===== src/rtl/tspc_pkg.sv =====
// Shared types, constants and the coil sequence table for the three-axis stepper controller.
`default_nettype none
package tspc_pkg;

  localparam int POSITION_BITS = 10;
  localparam int LIMIT_W       = 10;
  localparam int TARGET_W      = 10;
  localparam int NUM_AXES      = 3;
  localparam int AXIS_W        = 2;
  localparam int PHASE_W       = 2;
  localparam int DRIVE_W       = 4;
  localparam int CFG_IDX_W     = 2;
  localparam int CFG_DATA_W    = 10;
  localparam int CMP_W         = (POSITION_BITS > LIMIT_W) ?
                                 ((POSITION_BITS > TARGET_W) ? POSITION_BITS : TARGET_W) :
                                 ((LIMIT_W > TARGET_W) ? LIMIT_W : TARGET_W);
  localparam int POS_MAX       = (1 << POSITION_BITS) - 1;

  localparam logic MODE_TICK = 1'b0;
  localparam logic MODE_SET  = 1'b1;

  localparam logic [CFG_IDX_W-1:0] CFG_HOLD  = 2'd0;
  localparam logic [CFG_IDX_W-1:0] CFG_TOP_X = 2'd1;
  localparam logic [CFG_IDX_W-1:0] CFG_TOP_Y = 2'd2;
  localparam logic [CFG_IDX_W-1:0] CFG_TOP_Z = 2'd3;

  localparam logic [LIMIT_W-1:0] TOP_RST_X = 10'd800;
  localparam logic [LIMIT_W-1:0] TOP_RST_Y = 10'd800;
  localparam logic [LIMIT_W-1:0] TOP_RST_Z = 10'd1000;

  localparam logic [DRIVE_W-1:0] DRIVE_OFF = 4'h0;

  typedef struct packed {
    logic step;
    logic set;
    logic sw_clear;
  } axis_ctl_t;

  function automatic logic [DRIVE_W-1:0] coil_pattern(input logic [PHASE_W-1:0] ph);
    logic [DRIVE_W-1:0] pat;
    case (ph)
      2'd0:    pat = 4'h9;
      2'd1:    pat = 4'h5;
      2'd2:    pat = 4'h6;
      default: pat = 4'ha;
    endcase
    return pat;
  endfunction

endpackage
`default_nettype wire


===== src/rtl/tspc_axis.sv =====
// One stepper axis: position, target, phase, reached flag and drive nibble.
`default_nettype none
module tspc_axis (
  input  wire                                  clk,
  input  wire                                  rst_n,
  input  tspc_pkg::axis_ctl_t                  ctl,
  input  wire [tspc_pkg::POSITION_BITS-1:0]    target_in,
  input  wire [tspc_pkg::LIMIT_W-1:0]          top_limit,
  output logic [tspc_pkg::DRIVE_W-1:0]         drive_nxt,
  output logic                                 reached_nxt
);
  import tspc_pkg::*;

  logic [POSITION_BITS-1:0] pos_r, pos_nxt;
  logic [POSITION_BITS-1:0] tgt_r, tgt_nxt;
  logic [PHASE_W-1:0]       phase_r, phase_nxt;
  logic                     reached_r;
  logic [DRIVE_W-1:0]       drive_r;
  logic                     at_top;

  assign at_top = CMP_W'(pos_r) >= CMP_W'(top_limit);

  always_comb begin
    pos_nxt     = pos_r;
    tgt_nxt     = tgt_r;
    phase_nxt   = phase_r;
    reached_nxt = reached_r;
    drive_nxt   = drive_r;
    if (ctl.set) begin
      tgt_nxt     = target_in;
      reached_nxt = 1'b0;
    end else if (ctl.step) begin
      if (tgt_r > pos_r) begin
        reached_nxt = 1'b0;
        if (!at_top) begin
          phase_nxt = phase_r + PHASE_W'(1);
          drive_nxt = coil_pattern(phase_nxt);
          pos_nxt   = pos_r + POSITION_BITS'(1);
        end
      end else if (tgt_r < pos_r) begin
        reached_nxt = 1'b0;
        if (at_top || ctl.sw_clear) begin
          phase_nxt = phase_r - PHASE_W'(1);
          drive_nxt = coil_pattern(phase_nxt);
          pos_nxt   = pos_r - POSITION_BITS'(1);
        end
      end else begin
        if (!reached_r)
          drive_nxt = DRIVE_OFF;
        reached_nxt = 1'b1;
      end
    end
  end

  always_ff @(posedge clk) begin
    if (!rst_n) begin
      pos_r     <= '0;
      tgt_r     <= '0;
      phase_r   <= '0;
      reached_r <= 1'b0;
      drive_r   <= DRIVE_OFF;
    end else begin
      pos_r     <= pos_nxt;
      tgt_r     <= tgt_nxt;
      phase_r   <= phase_nxt;
      reached_r <= reached_nxt;
      drive_r   <= drive_nxt;
    end
  end

endmodule
`default_nettype wire


===== src/rtl/three_axis_stepper_position_controller.sv =====
// Top level of the three-axis full-step stepper position controller.
//
//   port group   direction  handshake            payload
//   in_*         input      in_valid/in_ready    mode, axis, target_value, bottom_switches
//   out_*        output     out_valid/out_ready  drive_x/y/z, all_reached, target_accepted
//   cfg_*        input      cfg_we               cfg_index, cfg_wdata
//
// One transaction per cycle unless a full output register is stalled by out_ready: axis
// state updates at input acceptance and the result lands in the output register on the same edge.
// in_ready is high whenever the output register is empty or being drained.
// Reset is synchronous; it restores the default limits and zeroes all axes.
`default_nettype none
module three_axis_stepper_position_controller (
  input  wire                                  clk,
  input  wire                                  rst_n,
  input  wire                                  in_valid,
  output logic                                 in_ready,
  input  wire                                  in_mode,
  input  wire [tspc_pkg::AXIS_W-1:0]           in_axis,
  input  wire [tspc_pkg::TARGET_W-1:0]         in_target_value,
  input  wire [tspc_pkg::NUM_AXES-1:0]         in_bottom_switches,
  output logic                                 out_valid,
  input  wire                                  out_ready,
  output logic [tspc_pkg::DRIVE_W-1:0]         out_drive_x,
  output logic [tspc_pkg::DRIVE_W-1:0]         out_drive_y,
  output logic [tspc_pkg::DRIVE_W-1:0]         out_drive_z,
  output logic                                 out_all_reached,
  output logic                                 out_target_accepted,
  input  wire                                  cfg_we,
  input  wire [tspc_pkg::CFG_IDX_W-1:0]        cfg_index,
  input  wire [tspc_pkg::CFG_DATA_W-1:0]       cfg_wdata
);
  import tspc_pkg::*;

  logic               hold_r;
  logic [LIMIT_W-1:0] lim_r [NUM_AXES];
  logic               out_valid_r;
  logic [DRIVE_W-1:0] drive_x_r, drive_y_r, drive_z_r;
  logic               all_reached_r, accepted_r;

  logic               accept;
  logic [LIMIT_W-1:0] lim_sel;
  logic               axis_ok, set_ok, tick;
  logic [DRIVE_W-1:0] drive_nxt [NUM_AXES];
  logic [NUM_AXES-1:0] reached_nxt;

  assign in_ready = !out_valid_r || out_ready;
  assign accept   = in_valid && in_ready;

  always_comb begin
    axis_ok = 1'b1;
    lim_sel = lim_r[0];
    case (in_axis)
      2'd0:    lim_sel = lim_r[0];
      2'd1:    lim_sel = lim_r[1];
      2'd2:    lim_sel = lim_r[2];
      default: axis_ok = 1'b0;
    endcase
  end

  assign set_ok = accept && (in_mode == MODE_SET) && axis_ok &&
                  (CMP_W'(in_target_value) <= CMP_W'(lim_sel)) &&
                  (CMP_W'(in_target_value) <= CMP_W'(POS_MAX));
  assign tick   = accept && (in_mode == MODE_TICK) && !hold_r;

  for (genvar g = 0; g < NUM_AXES; g++) begin : g_axis
    axis_ctl_t ctl;
    assign ctl.step     = tick;
    assign ctl.set      = set_ok && (in_axis == AXIS_W'(g));
    assign ctl.sw_clear = in_bottom_switches[g];

    tspc_axis u_axis (
      .clk         (clk),
      .rst_n       (rst_n),
      .ctl         (ctl),
      .target_in   (POSITION_BITS'(in_target_value)),
      .top_limit   (lim_r[g]),
      .drive_nxt   (drive_nxt[g]),
      .reached_nxt (reached_nxt[g])
    );
  end

  always_ff @(posedge clk) begin
    if (!rst_n) begin
      hold_r   <= 1'b0;
      lim_r[0] <= TOP_RST_X;
      lim_r[1] <= TOP_RST_Y;
      lim_r[2] <= TOP_RST_Z;
    end else if (cfg_we) begin
      unique case (cfg_index)
        CFG_HOLD:  hold_r   <= cfg_wdata[0];
        CFG_TOP_X: lim_r[0] <= LIMIT_W'(cfg_wdata);
        CFG_TOP_Y: lim_r[1] <= LIMIT_W'(cfg_wdata);
        CFG_TOP_Z: lim_r[2] <= LIMIT_W'(cfg_wdata);
        default:   ;
      endcase
    end
  end

  always_ff @(posedge clk) begin
    if (!rst_n) begin
      out_valid_r   <= 1'b0;
      drive_x_r     <= DRIVE_OFF;
      drive_y_r     <= DRIVE_OFF;
      drive_z_r     <= DRIVE_OFF;
      all_reached_r <= 1'b0;
      accepted_r    <= 1'b0;
    end else begin
      if (accept) begin
        out_valid_r   <= 1'b1;
        drive_x_r     <= drive_nxt[0];
        drive_y_r     <= drive_nxt[1];
        drive_z_r     <= drive_nxt[2];
        all_reached_r <= &reached_nxt;
        accepted_r    <= set_ok;
      end else if (out_ready) begin
        out_valid_r <= 1'b0;
      end
    end
  end

  assign out_valid           = out_valid_r;
  assign out_drive_x         = drive_x_r;
  assign out_drive_y         = drive_y_r;
  assign out_drive_z         = drive_z_r;
  assign out_all_reached     = all_reached_r;
  assign out_target_accepted = accepted_r;

  a_accept_fills: assert property (@(posedge clk) disable iff (!rst_n)
    accept |=> out_valid_r)
    else $error("accepted transaction did not fill output register");

  a_ready_when_empty: assert property (@(posedge clk) disable iff (!rst_n)
    !out_valid_r |-> in_ready)
    else $error("input stalled with empty output register");

  a_tick_no_accept: assert property (@(posedge clk) disable iff (!rst_n)
    (accept && in_mode == MODE_TICK) |=> !out_target_accepted)
    else $error("tick reported as accepted target");

  a_bad_axis_reject: assert property (@(posedge clk) disable iff (!rst_n)
    (accept && in_mode == MODE_SET && in_axis == 2'd3) |=> !out_target_accepted)
    else $error("target for nonexistent axis accepted");

  a_hold_freezes: assert property (@(posedge clk) disable iff (!rst_n)
    (accept && in_mode == MODE_TICK && hold_r) |=>
      ($stable(out_drive_x) && $stable(out_drive_y) && $stable(out_drive_z)))
    else $error("held tick changed drive outputs");

endmodule
`default_nettype wire

===== config.mk =====
export PLATFORM = sky130hd
export DESIGN_NAME = three_axis_stepper_position_controller
export DESIGN_NICKNAME = d
export VERILOG_FILES = /design/src/rtl/tspc_pkg.sv /design/src/rtl/tspc_axis.sv /design/src/rtl/three_axis_stepper_position_controller.sv
export SDC_FILE = /design/constraint.sdc
export NUM_CORES = 1
export LEC_CHECK = 0
export BUFFER_PORTS_ARGS = -buffer_cell sky130_fd_sc_hd__buf_2
export CORE_MARGIN = 3
export CORE_UTILIZATION = 35
export CTS_CLUSTER_SIZE = 28
export DETAILED_ROUTE_END_ITERATION = 8
export GPL_TIMING_DRIVEN = 1
export MAX_ROUTING_LAYER = met4
export SLEW_MARGIN = 20
export SYNTH_ARGS = -nofsm -noshare
export SYNTH_HDL_FRONTEND = slang
export SYNTH_SLANG_ARGS = --single-unit

===== constraint.sdc =====
create_clock -name clk -period 4.64 [get_ports clk]
set_input_delay 0 -clock clk [delete_from_list [all_inputs] [get_ports clk]]
set_output_delay 0 -clock clk [all_outputs]
set_load 0.1 [all_outputs]

After elaboration in Yosys (flattened, before gate mapping):

Memories as Yosys holds them, arrays and structs flattened.
Index checks and enable logic that the tools add are counted.
Widths: inputs -> output; s select.

* output and inout port bits: 16
* memories kept: 1
* input port bits: 33
* register bits: 97
* logic and storage cells: 193
* RAM bits: 30

Memory list
* lim_r: words 3, bits a word 10, rd ports 3, clocked after Yosys merged registers in 0, write ports 3, RTL line three_axis_stepper_position_controller.sv:36 `logic [LIMIT_W-1:0] lim_r [NUM_AXES];`

* bitwise gates (word level): 7
* $add $sub $neg: 12
* mux-type cells: 83
* equality and inequality tests: 20
* $lt $le $gt $ge: 11
* reductions and logical operators: 37

Operator list (count)
* $mux 10: 15
* $mux 4: 21
* $pmux 4 s3: 6
* $add 10x1->10 const B: 3
* $ge 10x10->1: 3
* $gt 10x10->1: 3
* $lt 10x10->1: 3
* $sub 10x1->10 const B: 3
* $mux 1: 28
* $mux 2: 12
* $pmux 10 s2: 1
* $eq 2x2->1 const B: 9
* $eq 2x1->1 const B: 8
* $logic_not 2->1: 8
* $reduce_and 5->1: 3
* $reduce_bool 2->1: 7
* $le 10x10->1: 1
* $le 10x10->1 const B: 1
* $logic_and 1x1->1: 10
* $add 2x1->2 const B: 3
* $ne 2x2->1 const B: 3
* $sub 2x1->2 const B: 3
* $logic_or 1x1->1: 4
* $not 1->1: 4
* other kinds (5): 8

Logic depth before layout (Yosys ltp):

* depth in word-level cells: 10
* mapped depth: 17
* depth with buffers taken out: 16

Modules after synthesis:

From an unflattened synthesis, not the netlist that was laid out.

* cell total of the unflattened synthesis: 955
* area total of the unflattened synthesis: 8608.3 sq um

Modules (own cells, without submodules)
* tspc_axis at g_axis[1].u_axis: sequential area each 540.5 sq um, cells each 259, times used 1, area each 2219.6 sq um
* tspc_axis at g_axis[2].u_axis: sequential area each 540.5 sq um, cells each 253, times used 1, area each 2145.8 sq um
* tspc_axis at g_axis[0].u_axis: sequential area each 540.5 sq um, cells each 248, times used 1, area each 2127.0 sq um
* three_axis_stepper_position_controller: sequential area each 1221.2 sq um, cells each 195, times used 1, area each 2115.8 sq um

Least setup slack after synthesis:

Ideal clock, no wire load.

* path type: register to register
* from: register g_axis[1].u_axis.pos_r[1]
* to: register g_axis[1].u_axis.pos_r[9]
* period minus slack after synthesis: 3.562 ns
* required time: 4.568 ns
* arrival time: 3.490 ns
* stages on the path, launching flop included: 17
* path buffers: 1
* setup time: 0.072 ns
* setup slack: 1.078 ns
* path through: dfxtp_1 inv_1 ha_1 nor2b_1 o21bai_1 a21oi_1 o41a_1 buf_6 nand2_1 ha_1 a21oi_1 o211ai_1 o41ai_1 o21ai_0 a21o_1 a211oi_2 mux2i_1

* word-level cells in the longest chain between the ends: 4
* elaborated cells on any way between the ends: 14
* classes of those cells: add/sub: 2; order compare: 3; eq/ne: 1; mux: 4; reduce/logical: 4

RTL lines
* start, declared: RTL line tspc_axis.sv:14 `logic [POSITION_BITS-1:0] pos_r, pos_nxt;`
* start signal, assigned: RTL line tspc_axis.sv:63 `pos_r <= pos_nxt;`
* $sub 10x1->10 or $ge 10x10->1 (tied branches): RTL line tspc_axis.sv:45, tspc_axis.sv:21
* $mux 10 or $logic_or 1x1->1 (tied branches): RTL line tspc_axis.sv:42 `if (at_top || ctl.sw_clear) begin`
* $mux 10 or $reduce_bool 2->1 (tied branches)
* $mux 10 or $reduce_and 5->1 (tied branches)

Several ways; a longest one is shown, not always the timed one. The select of a mux whose other input is x is not followed.
A chain may end at the register's enable or synchronous reset.

Worst setup path after layout:

Same ends and word-level chain as after synthesis.

==> run_results.csv <==
group,metric,value,unit
floorplan,design.portCount,49,
outcome,status,"complete, no violations",
synth,synthFlopType,"dfxtp_1",
power_and_ir_drop,power.switching,3.40,mW
sta,min_period,4.16,ns
cts,clock_latency,0.42,ns
sta,worstMarginPinSlew,1.05,ns
cts,numCtsBuffers,17,
routing,vias,6798,
layout,final_util,41.9,%
layout,final_cell_mix,"101 x ha_1, 97 x dfxtp_1, 80 x inv_1",
critical_path,cp_max_fo,9,
synth,async_flop_share,0,%
layout,drive_gt1_share,10.6,%
layout,final_nets,1122,
cts,path_clk_slew,0.06,ns
sta,skew,0.00946,ns
critical_path,end_kind,"flop",
sta,fmax,241,MHz
floorplan,rows,55,
place,dp_cells,1255,
critical_path,cp_data_required_time,5.00,ns
layout,area_growth_syn_to_layout,17.0,%
synth,synth_seq_area_share,34.9,%
floorplan,die_w,159,µm
synth,ys_top_cells_by_area,"dfxtp_1 24%, ha_1 16%, edfxtp_1 11%",
synth,synth_area,8150,µm²
grt,grt_max_degree,44,
cts,cts_tree,"yes",
critical_path,worstPathCellList,"inv_1 -> ha_1 -> nor2b_1 -> o21bai_1 -> a21oi_1 -> o41a_1 -> nand2_1 -> ha_1 -> a21oi_1 -> o211ai_1 -> o41ai_1 -> o21ai_0 -> a21o_1 -> a211oi_2 -> mux2i_1",
synth,netlist.area_leader.share,23.8,%
sta,max-slew-margin-rel,28.3,%
floorplan,start_util,35.8,%
power_and_ir_drop,p_leak,3.92,nW
sta,rsz0062_at_grt,"false",
layout,final_common_cell,"ha_1",
min_path,hp-start,"in_bottom_switches[2]",
place,port_buffers,48,
synth,postSynthCellCount,920,
critical_path,startpoint,"g_axis[1].u_axis.pos_r[1]",
layout,antenna_cells,0,
grt,grt_overflow_total,0,
synth,synth_edf_count,30,
routing,viasPerCell,5.19,
sta,hold_viol,0,
critical_path,crit_slowest_cell,"o41a_1",
place,gp_congestion,0.834,
critical_path,r2r_slack,0.48,ns
routing,remaining_drc_errors,0,
sta,maxSlewViolCount,0,
cts,clock-sinks,127,
sta,period_share,89.6,%
grt,antenna_found_initial,0,
grt,grt_first_pass_wirelength,34400,µm
floorplan,dieArea,25100,µm²
min_path,hold_path.class,"in -> reg",
synth,syn_avg_cell_area,8.86,µm²
power_and_ir_drop,p_int,3.98,mW
layout,final_cells,1311,
grt,grt_pass1_vias,6427,
critical_path,worstSetupPathType,"reg -> reg",
place,dp_hpwl,15600,µm
power_and_ir_drop,clock_power_share,17.8,%
synth,synth_fp_nets,1057,
critical_path,worstPathArrival,4.51,ns
synth,synth.distinct_cells,72,
sta,fin_hold_ws,0.0323,ns
power_and_ir_drop,ir_drop,434,µV
sta,setup_viol,0,
synth,ys_ff_latch,127,
power_and_ir_drop,seqPwrFrac,20.3,%
routing,drtIter0Drc,429,
routing,antenna_left,0,
place,placed_area,8720,µm²
cts,cts_buffer_depth,2,
cts,h-tree-depth,4,
power_and_ir_drop,pwr_density_cell,774,nW/µm²
layout,fin_area,9530,µm²
cts,post_cts_buffers,0,
critical_path,critPathLaunchType,"flop",
floorplan,core_area,22800,µm²
critical_path,max_stage_delay,0.47,ns
routing,routed_wl,21200,µm
synth,yosysTopAreaCell,"dfxtp_1",
cts,post_cts_resized,0,
floorplan,die_y,159,µm
synth,yosysWarnings,0,
cts,root_buffer,"clkbuf_16",
grt,track_usage,17.9,%
power_and_ir_drop,switching_share,46.0,%
critical_path,rr_startpoint,"g_axis[1].u_axis.pos_r[1]",
power_and_ir_drop,comb_power_share,61.9,%
routing,first_pass_iters,5,
routing,wl_per_cell,16.2,µm
sta,fin_setup_tns,0,ns
job,cap_viol_max_count,0,
==> sequential cells by signal (all words and copies together) (netlist names) <==
register	cells
lim_r	30
g_axis.u_axis.phase_r	6
g_axis.u_axis.pos_r	30
g_axis.u_axis.reached_r	3
out_target_accepted	1
out_drive_y	4
out_all_reached	1
g_axis.u_axis.drive_r	12
g_axis.u_axis.tgt_r	30
out_valid	1
out_drive_x	4
hold_r	1
out_drive_z	4
==> layout make-up <==
type	instances	area [µm²]
multi-input cells	676	4870
fillers	2269	13200
flip-flops and latches	127	2840
well taps	313	392
inverters	81	304
repair buffers	82	556
clock inverters	15	148
clock buffers	17	425
==> critical path: cells and delay by family (launching register included) <==
kind | cells | cell delay (ns)
AO/OA/AOI/OAI | 9 | 2.26
adder cells (fa/ha/maj) | 2 | 0.66
buffers and inverters | 1 | 0.11
flip-flops | 1 | 0.40
multiplexers | 1 | 0.21
AND/OR/NAND/NOR | 2 | 0.45
==> routing by layer <==
layer  part of all wire (%)  wire length, µm  up-vias  GRT usage [%]
met5                      0                0        -              -
met2                     43             9180      147           27.0
met4                   0.82              175        0           3.32
met3                    5.0             1050       15           3.62
li1                       -                -     3465              -
met1                     51            10800     3171           25.1
==> cells in the mapped netlist, drive strengths merged, types with 4 or more instances <==
cell     instances
o22a             4
nor3b            8
a21oi           67
a311oi           4
xnor2           21
xor2             4
edfxtp          30
buf             12
inv             81
nand4           10
a21o            11
nand2           53
dfxtp           97
mux2i           45
nand2b          12
o22ai            4
o41ai            4
a22oi           13
nor3            13
or3             12
o211ai           6
and2            13
o2111ai          4
o31ai            5
nor2b            7
a211oi          10
clkbuf          24
a31oi           15
nor2            75
o21ai           74
o21a             5
ha             101
nand3           31
==> worst paths after layout <==
| path | end | cells past startpoint |
|---|---|---|
| worst max-delay path | g_axis[1].u_axis.pos_r[9] | 15 |
| worst min-delay path | out_drive_z[1] | 4 |
| worst max register to register | g_axis[1].u_axis.pos_r[9] | 15 |
| worst min register to register | out_drive_z[1] | 2 |
==> stage by stage <==
step | worst slack [ns] | total power, mW
detailed placement | 0.573 | 6.03
global route | 0.114 | 8.03
CTS | 0.520 | 7.39
global placement | 0.615 | 5.99
finish | 0.485 | 7.38
floorplan | 1.08 | 5.15
==> power groups by stage <==
| stage | registers (mW) | clock network, mW | logic (mW) |
|---|---|---|---|
| 6_report | 1.50 | 1.31 | 4.56 |
| 4_1_cts | 1.50 | 1.33 | 4.55 |
| 2_1_floorplan | 1.58 | 0 | 3.57 |
| 3_3_place_gp | 1.52 | 0 | 4.47 |
| 5_1_grt | 1.53 | 1.38 | 5.12 |
| 3_5_place_dp | 1.53 | 0 | 4.51 |
==> cells by family after synthesis <==
logic type / after synthesis / share of synthesized area, %
adder cells (fa/ha/maj): 104 / 16.2
AO/OA/AOI/OAI: 248 / 19.4
AND/OR/NAND/NOR: 252 / 15.3
buffers and inverters: 117 / 5.64
multiplexers: 47 / 5.85
XOR/XNOR: 25 / 2.69
flip-flops: 127 / 34.9
==> timing repair <==
item                                   4_1_cts  5_1_grt
setup endpoints to repair                    0        0
hold buffers                                24        0
endpoints found under the hold margin       64        0
(Power assumes the default switching activity.)
